[config.mk]
export PLATFORM = sky130hd
export DESIGN_NAME = led_alert_pattern_generator
export DESIGN_NICKNAME = d
export VERILOG_FILES = /design/src/design/lapg_pkg.sv /design/src/design/led_alert_pattern_generator.sv /design/src/design/lapg_fifo.sv /design/src/design/lapg_front.sv /design/src/design/lapg_back.sv
export SDC_FILE = /design/constraint.sdc
export NUM_CORES = 1
export LEC_CHECK = 0
export ABC_CLOCK_PERIOD_IN_PS = 8500
export BUFFER_PORTS_ARGS = -buffer_cell sky130_fd_sc_hd__buf_2
export CELL_PAD_IN_SITES_DETAIL_PLACEMENT = 0
export CELL_PAD_IN_SITES_GLOBAL_PLACEMENT = 1
export CORE_AREA = 2 2 112 114
export DETAILED_ROUTE_END_ITERATION = 6
export DIE_AREA = 0 0 114 116
export MAX_ROUTING_LAYER = met4
export PLACE_DENSITY_LB_ADDON = 0.08
export SLEW_MARGIN = 10
export SYNTH_ARGS = -nofsm -noshare
export SYNTH_HDL_FRONTEND = slang
export SYNTH_SLANG_ARGS = --single-unit
export TNS_END_PERCENT = 1
[constraint.sdc]
create_clock -name clk -period 8.5 [get_ports clk]
set_input_delay 1.7 -clock clk [delete_from_list [all_inputs] [get_ports clk]]
set_output_delay 1.7 -clock clk [all_outputs]
set_load 0.01 [all_outputs]
[src/design/lapg_pkg.sv]
// Shared types, constants and lookup tables of the LED alert pattern generator.
`default_nettype none
package lapg_pkg;

  localparam int PIXEL_COUNT_DEF = 16;
  localparam int FRAME_FIFO_DEPTH_DEF = 2;

  localparam int ELAPSED_W = 8;
  localparam int SUM_W     = 7;
  localparam int PHASE_W   = 7;
  localparam int INDEX_W   = 6;
  localparam int COLOR_W   = 8;
  localparam int ZONE_W    = 7;
  localparam int CFG_IDX_W = 2;
  localparam int CFG_DAT_W = 7;

  localparam int FRAME_MS     = 100;
  localparam int PHASE_STEPS  = 100;
  localparam int FLASH_PERIOD = 20;
  localparam int FLASH_ON     = 10;
  localparam logic [COLOR_W-1:0] FULL_LEVEL = 8'd255;

  typedef enum logic [1:0] {
    MODE_OFF    = 2'd0,
    MODE_EVAC   = 2'd1,
    MODE_YELLOW = 2'd2,
    MODE_FLASH  = 2'd3
  } mode_t;

  localparam logic [CFG_IDX_W-1:0] CFG_MODE = 2'd0;
  localparam logic [CFG_IDX_W-1:0] CFG_ZONE = 2'd1;

  // One queued frame: pulse brightness and whether the flash is lit.
  typedef struct packed {
    logic [COLOR_W-1:0] bright;
    logic               flash_lit;
  } frame_t;

  localparam logic [COLOR_W-1:0] PULSE_ROM [0:PHASE_STEPS-1] = '{
    8'd128, 8'd135, 8'd143, 8'd151, 8'd159, 8'd167, 8'd174, 8'd182, 8'd189, 8'd196,
    8'd202, 8'd208, 8'd214, 8'd220, 8'd225, 8'd230, 8'd235, 8'd239, 8'd242, 8'd246,
    8'd248, 8'd250, 8'd252, 8'd253, 8'd254, 8'd254, 8'd254, 8'd254, 8'd252, 8'd251,
    8'd248, 8'd246, 8'd242, 8'd239, 8'd235, 8'd230, 8'd225, 8'd220, 8'd215, 8'd209,
    8'd202, 8'd196, 8'd189, 8'd182, 8'd174, 8'd167, 8'd159, 8'd151, 8'd144, 8'd136,
    8'd128, 8'd120, 8'd112, 8'd104, 8'd96,  8'd88,  8'd81,  8'd74,  8'd67,  8'd60,
    8'd53,  8'd47,  8'd41,  8'd35,  8'd30,  8'd25,  8'd20,  8'd16,  8'd13,  8'd10,
    8'd7,   8'd5,   8'd3,   8'd2,   8'd1,   8'd1,   8'd1,   8'd1,   8'd3,   8'd4,
    8'd7,   8'd9,   8'd12,  8'd16,  8'd20,  8'd25,  8'd29,  8'd35,  8'd40,  8'd46,
    8'd53,  8'd59,  8'd66,  8'd73,  8'd80,  8'd88,  8'd96,  8'd103, 8'd111, 8'd119
  };

  function automatic logic [COLOR_W-1:0] pulse_level(input logic [PHASE_W-1:0] p);
    logic [COLOR_W-1:0] v;
    v = '0;
    if (p < PHASE_W'(PHASE_STEPS)) begin
      v = PULSE_ROM[p];
    end
    return v;
  endfunction

  // The flash is lit during the first half of every flash period.
  function automatic logic flash_lit_at(input logic [PHASE_W-1:0] p);
    logic lit;
    lit = 1'b0;
    for (int k = 0; k < PHASE_STEPS / FLASH_PERIOD; k++) begin
      if (p >= PHASE_W'(k * FLASH_PERIOD) && p < PHASE_W'(k * FLASH_PERIOD + FLASH_ON)) begin
        lit = 1'b1;
      end
    end
    return lit;
  endfunction

endpackage
`default_nettype wire

[src/design/led_alert_pattern_generator.sv]
// Top level of the LED alert pattern generator: configuration registers, front end, queue, back end.
//
//   Channel   Handshake             Beat contents
//   ticks     push / full           elapsed_ms
//   pixels    empty / pop           pixel_index, red, green, blue, last_pixel
//   config    cfg_valid / cfg_ready cfg_index, cfg_data
//
// A tick is taken while the queue is not full and, when it completes a frame period, queues one frame entry.
// The back end sends one pixel beat per cycle while pop is held; a frame spans PIXEL_COUNT beats,
// counted by its single pixel counter; ticks keep flowing until the frame queue fills.
// Reset clears the mode, zone, time sum, phase, queue and output valid flag.
// A stalled pop holds the output register and, once the queue is full, raises full.
`default_nettype none
module led_alert_pattern_generator #(
  parameter int PIXEL_COUNT      = lapg_pkg::PIXEL_COUNT_DEF,
  parameter int FRAME_FIFO_DEPTH = lapg_pkg::FRAME_FIFO_DEPTH_DEF
) (
  input  wire logic                            clk,
  input  wire logic                            rst,
  input  wire logic                            push,
  output logic                                 full,
  input  wire logic [lapg_pkg::ELAPSED_W-1:0]  elapsed_ms,
  output logic                                 empty,
  input  wire logic                            pop,
  output logic [lapg_pkg::INDEX_W-1:0]         pixel_index,
  output logic [lapg_pkg::COLOR_W-1:0]         red,
  output logic [lapg_pkg::COLOR_W-1:0]         green,
  output logic [lapg_pkg::COLOR_W-1:0]         blue,
  output logic                                 last_pixel,
  input  wire logic                            cfg_valid,
  output logic                                 cfg_ready,
  input  wire logic [lapg_pkg::CFG_IDX_W-1:0]  cfg_index,
  input  wire logic [lapg_pkg::CFG_DAT_W-1:0]  cfg_data
);
  import lapg_pkg::*;

  mode_t             display_mode;
  logic [ZONE_W-1:0] evacuate_zone;

  logic   frm_push;
  frame_t frm_wr;
  logic   frm_full;
  logic   frm_pop;
  frame_t frm_rd;
  logic   frm_empty;

  assign cfg_ready = 1'b1;

  always_ff @(posedge clk) begin
    if (rst) begin
      display_mode  <= MODE_OFF;
      evacuate_zone <= '0;
    end else if (cfg_valid && cfg_ready) begin
      case (cfg_index)
        CFG_MODE: display_mode  <= mode_t'(cfg_data[1:0]);
        CFG_ZONE: evacuate_zone <= cfg_data[ZONE_W-1:0];
        default: begin
        end
      endcase
    end
  end

  lapg_front u_front (
    .clk        (clk),
    .rst        (rst),
    .push       (push),
    .elapsed_ms (elapsed_ms),
    .full       (full),
    .frm_push   (frm_push),
    .frm_data   (frm_wr),
    .frm_full   (frm_full)
  );

  lapg_fifo #(
    .WIDTH ($bits(frame_t)),
    .DEPTH (FRAME_FIFO_DEPTH)
  ) u_fifo (
    .clk      (clk),
    .rst      (rst),
    .wr_en    (frm_push),
    .wr_data  (frm_wr),
    .rd_en    (frm_pop),
    .rd_data  (frm_rd),
    .is_full  (frm_full),
    .is_empty (frm_empty)
  );

  lapg_back #(
    .PIXEL_COUNT (PIXEL_COUNT)
  ) u_back (
    .clk           (clk),
    .rst           (rst),
    .display_mode  (display_mode),
    .evacuate_zone (evacuate_zone),
    .frm_data      (frm_rd),
    .frm_empty     (frm_empty),
    .frm_pop       (frm_pop),
    .empty         (empty),
    .pop           (pop),
    .pixel_index   (pixel_index),
    .red           (red),
    .green         (green),
    .blue          (blue),
    .last_pixel    (last_pixel)
  );

endmodule
`default_nettype wire

[src/design/lapg_fifo.sv]
// Small register queue that carries frame entries from the tick front end to the pixel back end.
`default_nettype none
module lapg_fifo #(
  parameter int WIDTH = 9,
  parameter int DEPTH = 2
) (
  input  wire logic             clk,
  input  wire logic             rst,
  input  wire logic             wr_en,
  input  wire logic [WIDTH-1:0] wr_data,
  input  wire logic             rd_en,
  output logic      [WIDTH-1:0] rd_data,
  output logic                  is_full,
  output logic                  is_empty
);

  localparam int PTR_W = (DEPTH > 1) ? $clog2(DEPTH) : 1;
  localparam int CNT_W = $clog2(DEPTH + 1);

  logic [WIDTH-1:0] entries [DEPTH];
  logic [PTR_W-1:0] wr_ptr;
  logic [PTR_W-1:0] rd_ptr;
  logic [CNT_W-1:0] count;

  function automatic logic [PTR_W-1:0] ptr_inc(input logic [PTR_W-1:0] p);
    return (p == PTR_W'(DEPTH - 1)) ? '0 : p + PTR_W'(1);
  endfunction

  assign is_full  = (count == CNT_W'(DEPTH));
  assign is_empty = (count == '0);
  assign rd_data  = entries[rd_ptr];

  always_ff @(posedge clk) begin
    if (wr_en) begin
      entries[wr_ptr] <= wr_data;
    end
  end

  always_ff @(posedge clk) begin
    if (rst) begin
      wr_ptr <= '0;
      rd_ptr <= '0;
      count  <= '0;
    end else begin
      if (wr_en) begin
        wr_ptr <= ptr_inc(wr_ptr);
      end
      if (rd_en) begin
        rd_ptr <= ptr_inc(rd_ptr);
      end
      if (wr_en && !rd_en) begin
        count <= count + CNT_W'(1);
      end else if (rd_en && !wr_en) begin
        count <= count - CNT_W'(1);
      end
    end
  end

  a_no_overflow: assert property (@(posedge clk) disable iff (rst)
    count <= CNT_W'(DEPTH))
    else $error("frame queue count beyond depth");

  a_write_moves_count: assert property (@(posedge clk) disable iff (rst)
    (wr_en && !rd_en) |=> count == $past(count) + CNT_W'(1))
    else $error("frame queue lost a write");

endmodule
`default_nettype wire

[src/design/lapg_front.sv]
// Tick front end: sums elapsed time, steps the animation phase and queues one entry per frame.
`default_nettype none
module lapg_front (
  input  wire logic                        clk,
  input  wire logic                        rst,
  input  wire logic                        push,
  input  wire logic [lapg_pkg::ELAPSED_W-1:0] elapsed_ms,
  output logic                             full,
  output logic                             frm_push,
  output lapg_pkg::frame_t                 frm_data,
  input  wire logic                        frm_full
);
  import lapg_pkg::*;

  logic [SUM_W-1:0]   frame_time_sum;
  logic [PHASE_W-1:0] anim_phase;
  logic [PHASE_W-1:0] anim_phase_next;
  logic [ELAPSED_W:0] sum_wide;
  logic               accept;
  logic               frame_due;

  assign full      = frm_full;
  assign accept    = push && !frm_full;
  assign sum_wide  = (ELAPSED_W + 1)'(frame_time_sum) + (ELAPSED_W + 1)'(elapsed_ms);
  assign frame_due = (sum_wide >= (ELAPSED_W + 1)'(FRAME_MS));

  assign anim_phase_next = (anim_phase == PHASE_W'(PHASE_STEPS - 1)) ? '0
                                                                    : anim_phase + PHASE_W'(1);

  assign frm_push           = accept && frame_due;
  assign frm_data.bright    = pulse_level(anim_phase_next);
  assign frm_data.flash_lit = flash_lit_at(anim_phase_next);

  always_ff @(posedge clk) begin
    if (rst) begin
      frame_time_sum <= '0;
      anim_phase     <= '0;
    end else if (accept) begin
      if (frame_due) begin
        // Any overshoot past the frame period is dropped.
        frame_time_sum <= '0;
        anim_phase     <= anim_phase_next;
      end else begin
        frame_time_sum <= sum_wide[SUM_W-1:0];
      end
    end
  end

  a_sum_below_frame: assert property (@(posedge clk) disable iff (rst)
    frame_time_sum < SUM_W'(FRAME_MS))
    else $error("frame time sum left its range");

  a_phase_steps: assert property (@(posedge clk) disable iff (rst)
    frm_push |=> anim_phase == $past(anim_phase_next))
    else $error("phase did not step with a frame");

endmodule
`default_nettype wire

[src/design/lapg_back.sv]
// Pixel back end: walks each queued frame over the strip and holds one result in an output register.
`default_nettype none
module lapg_back #(
  parameter int PIXEL_COUNT = lapg_pkg::PIXEL_COUNT_DEF
) (
  input  wire logic                         clk,
  input  wire logic                         rst,
  input  wire lapg_pkg::mode_t              display_mode,
  input  wire logic [lapg_pkg::ZONE_W-1:0]  evacuate_zone,
  input  wire lapg_pkg::frame_t             frm_data,
  input  wire logic                         frm_empty,
  output logic                              frm_pop,
  output logic                              empty,
  input  wire logic                         pop,
  output logic [lapg_pkg::INDEX_W-1:0]      pixel_index,
  output logic [lapg_pkg::COLOR_W-1:0]      red,
  output logic [lapg_pkg::COLOR_W-1:0]      green,
  output logic [lapg_pkg::COLOR_W-1:0]      blue,
  output logic                              last_pixel
);
  import lapg_pkg::*;

  localparam logic [INDEX_W-1:0] LAST_PIX = INDEX_W'(PIXEL_COUNT - 1);

  logic               busy;
  logic [INDEX_W-1:0] pix;
  frame_t             cur;
  logic               out_valid;

  logic               advance;
  logic               issue;
  frame_t             sel_frame;
  logic [INDEX_W-1:0] sel_pix;
  logic [COLOR_W-1:0] red_next;
  logic [COLOR_W-1:0] green_next;

  assign empty     = !out_valid;
  assign advance   = !out_valid || pop;
  assign issue     = advance && (busy || !frm_empty);
  assign frm_pop   = issue && !busy;
  assign sel_frame = busy ? cur : frm_data;
  assign sel_pix   = busy ? pix : '0;

  always_comb begin
    red_next   = '0;
    green_next = '0;
    case (display_mode)
      MODE_EVAC: begin
        if (ZONE_W'(sel_pix) < evacuate_zone) begin
          green_next = sel_frame.bright;
        end else begin
          red_next = FULL_LEVEL;
        end
      end
      MODE_YELLOW: begin
        red_next   = sel_frame.bright;
        green_next = sel_frame.bright;
      end
      MODE_FLASH: begin
        if (sel_frame.flash_lit) begin
          red_next = FULL_LEVEL;
        end
      end
      default: begin
        red_next   = '0;
        green_next = '0;
      end
    endcase
  end

  always_ff @(posedge clk) begin
    if (rst) begin
      busy      <= 1'b0;
      pix       <= '0;
      out_valid <= 1'b0;
    end else if (advance) begin
      out_valid <= issue;
      if (issue) begin
        busy <= (sel_pix != LAST_PIX);
        pix  <= sel_pix + INDEX_W'(1);
      end
    end
  end

  always_ff @(posedge clk) begin
    if (frm_pop) begin
      cur <= frm_data;
    end
    if (issue) begin
      pixel_index <= sel_pix;
      red         <= red_next;
      green       <= green_next;
      blue        <= '0;
      last_pixel  <= (sel_pix == LAST_PIX);
    end
  end

  a_last_marks_end: assert property (@(posedge clk) disable iff (rst)
    (out_valid && last_pixel) |-> pixel_index == LAST_PIX)
    else $error("last pixel flag on the wrong pixel");

  a_busy_mid_frame: assert property (@(posedge clk) disable iff (rst)
    busy |-> (pix != '0 && pix <= LAST_PIX))
    else $error("pixel counter outside the frame while busy");

endmodule
`default_nettype wire

==> flow_metrics.py <==
metrics = {
    "synthesis": {
        "synth_top_family_by_area": "compound AO/OA/AOI/OAI gates",
        "synthDistinctLibCells": 91,
        "synth-simple-area-share_pct": 18.1,
        "synth_top_area_share_pct": 24.9,
        "yosys.area_share.xor_xnor_pct": 2.55,
        "yosysWarnings": 0,
        "synth_top_area_cell": "edfxtp_1",
        "yosys.area_share.adder_pct": 6.35,
        "synthTopCellsByArea": "edfxtp_1, dfxtp_1, ha_1",
        "synth_enable_flop_cells": 50,
        "async_flop_share_pct": 0,
        "synth_area_per_cell_um2": 9.56,
        "muxShareOfSynthArea_pct": 6.55,
        "synth.yosys.seq_area_share_pct": 36.8,
        "syn_inst": 631,
        "ys_ff_latch": 86,
        "synth_compound_area_share_pct": 22.5,
        "synthFlopType": "edfxtp_1",
        "netlist_area_mm2": 0.00603,
    },
    "clock_network": {
        "clkSinkCount": 86,
        "clock_path_buffers": 2,
        "cts_tree": "built",
        "insertion_delay_ns": 0.35,
        "hold_buffers": 0,
        "ctsResizeCount": 0,
        "htreeDepth": 3,
        "post-cts-setup-buffer-count": 0,
        "clkTransAtPathRegs_ns": 0.06,
        "cts_root_buffer": "clkbuf_16",
        "numCtsBuffers": 9,
    },
    "detailed_routing": {
        "drt-initial-drc-count": 322,
        "wl_per_cell_um": 18.0,
        "postRouteAntennaNets": 0,
        "vias": 4907,
        "routed_wl_um": 14300,
        "remaining_drc_errors": 0,
        "drtPass1Iterations": 5,
        "via_per_inst": 6.16,
    },
    "outcome": {
        "status": "finished clean",
    },
    "floorplan": {
        "dieWidth_um": 114,
        "ioPinCount": 56,
        "rows": 40,
        "dieHeight_um": 116,
        "die_area_mm2": 0.0132,
        "core_area_mm2": 0.0119,
        "initial_core_util_pct": 50.6,
    },
    "grt": {
        "grt_pass1_vias": 4661,
        "grt_pass1_wl_um": 23200,
        "grt_max_degree": 43,
        "grt_antenna_before_repair": 0,
        "overflow": 0,
        "track_usage_pct": 22.9,
    },
    "power_and_ir_drop": {
        "internal_power_mw": 1.02,
        "swShare_pct": 36.6,
        "p_switching_mw": 0.591,
        "cellLeakagePower_nw": 2.49,
        "ir_worst_vdd_v": 0.0000924,
        "seqPwrFrac_pct": 39.1,
        "finalPower_mw": 1.62,
        "combPwrFrac_pct": 36.6,
        "power_density_mw_per_mm2": 249,
        "pwr-share-clk_pct": 24.4,
    },
    "critical_path": {
        "rr_endpoint": "u_fifo.entries[1][2]",
        "slowest_stage": "nor2b_1",
        "arrival_ns": 4.60,
        "cp_cell_sequence": "buf_2 > ha_1 > fa_1 > a21o_2 > a221oi_1 > xnor2_1 > nand3_4 > a21oi_4 > nor2b_1",
        "critPathKind": "input port to flop",
        "crit_required_ns": 8.47,
        "rr_startpoint": "u_front.anim_phase[0]",
        "r2r_cells": 9,
        "startpoint_type": "input port",
        "cp-end-kind": "flop",
        "max_stage_delay_ns": 0.67,
        "critPathMaxFanout": 10,
        "r2r_setup_slack_ns": 4.63,
    },
    "cells_and_area": {
        "drive_above_1_share_pct": 16.8,
        "syn_to_final_growth_pct": 7.55,
        "final_cell_mix": "nor2_1, edfxtp_1, buf_2",
        "layoutNonFillerInstCount": 796,
        "final_common_cell": "nor2_1",
        "nets": 696,
        "diodes": 0,
    },
    "timing": {
        "relSlewSlack_pct": 38.0,
        "max_slew.worst_pin.slew_ns": 0.929,
        "max_freq_mhz": 216,
        "clock_skew_ns": 0.00965,
        "rsz0062_at_grt": "false",
        "tns_ns": 0,
        "finalHoldViolCount": 0,
        "setup_violations": 0,
        "fin_crit_ns": 4.62,
        "setup_slack_ns": 3.88,
        "slew_violations": 0,
        "fin_crit_sh_pct": 54.4,
    },
    "placed_design": {
        "placed_cells": 780,
        "dpl.hpwl_um": 9820,
        "place.port_buffers": 46,
        "place_ws_ns": 3.50,
        "gp_congestion": 0.867,
    },
    "flow_run": {
        "maxCapViolCount": 0,
    },
    "min_path": {
        "hold-path-endpoint": "u_front.frame_time_sum[2]",
        "hold_path_depth": 2,
        "hp-start": "u_front.frame_time_sum[2]",
        "hold_class": "flop to flop",
    },
}
==> state kept, by name (all words and copies together) (netlist names), 2 cells and up, named ones only <==
name                    flops
u_back.red                  8
u_front.frame_time_sum      7
u_back.green                8
u_back.cur                  9
u_back.pixel_index          6
u_fifo.entries             18
u_back.pix                  6
display_mode                2
u_front.anim_phase          7
u_fifo.count                2
evacuate_zone               7
==> cell families after synthesis <==
logic type      count (synthesis)
flops                          86
buf+inv                        82
other cells                     2
compound gates                179
simple gates                  200
fa+ha+maj                      30
xor+xnor                       15
mux                            37
==> layout make-up <==
| type | instances | area [um2] |
|---|---|---|
| inverters | 24 | 92.6 |
| clock inverters | 5 | 58.8 |
| fillers | 1095 | 5420 |
| multi-input cells | 470 | 3410 |
| clock buffers | 11 | 233 |
| repair buffers | 53 | 283 |
| flip-flops and latches | 86 | 2220 |
| well taps | 147 | 184 |
==> how the worst max path moves through the flow <==
stage                        startpoint                   end  depth (start not counted)
after floorplan           elapsed_ms[0]  u_fifo.entries[0][0]                          8
after global placement    elapsed_ms[0]  u_fifo.entries[0][1]                          9
after detailed placement  elapsed_ms[0]  u_fifo.entries[0][1]                          9
after CTS                 elapsed_ms[0]  u_fifo.entries[0][5]                          9
after global routing      elapsed_ms[0]  u_fifo.entries[0][5]                          9
final                     elapsed_ms[0]  u_fifo.entries[0][5]                          9
==> Yosys cell counts, types with 11 or more instances <==
master,count
edfxtp_1,50
and2_1,12
mux2i_1,23
inv_1,22
o21ai_0,23
nor3_1,22
buf_2,17
buf_4,14
ha_1,29
clkbuf_1,18
nor2_1,53
a21oi_1,44
nand2_1,34
o311ai_0,11
dfxtp_1,36
==> power groups by stage <==
stage	clock (mW)	sequential (mW)	combinational (mW)
2_1_floorplan	0	0.644	0.432
3_3_place_gp	0	0.637	0.573
3_5_place_dp	0	0.641	0.586
4_1_cts	0.401	0.633	0.590
5_1_grt	0.418	0.644	0.651
6_report	0.394	0.631	0.591
==> worst max-delay path, delay by kind of cell <==
family | cells | cell delay, ns
AOI/OAI and AO/OA | 3 | 0.93
xor gates and xnor gates | 1 | 0.26
adders and majority gates | 2 | 0.71
buffers and inverters | 1 | 0.10
and+or+nand+nor | 2 | 0.88
==> layer usage <==
layer / share of wire, % / wire length (um) / vias to the layer above / global-route usage (%)
li1: - / - / 2387 / -
met4: 1.9 / 269 / 0 / 8.29
met5: 0 / 0 / - / -
met2: 49 / 6960 / 158 / 38.4
met1: 45 / 6430 / 2339 / 28.0
met3: 4.7 / 681 / 23 / 3.87
==> metrics by stage <==
step / utilization [%] / area [um2] / hold WS, ns
global route: 54.5 / 6490 / 0.481
detailed placement: 52.0 / 6200 / 0.455
CTS: 54.5 / 6490 / 0.464
global placement: 52.0 / 6200 / 0.447
finish: 54.5 / 6490 / 0.458
floorplan: - / 6060 / 0.436
(Power assumes the default switching activity.)
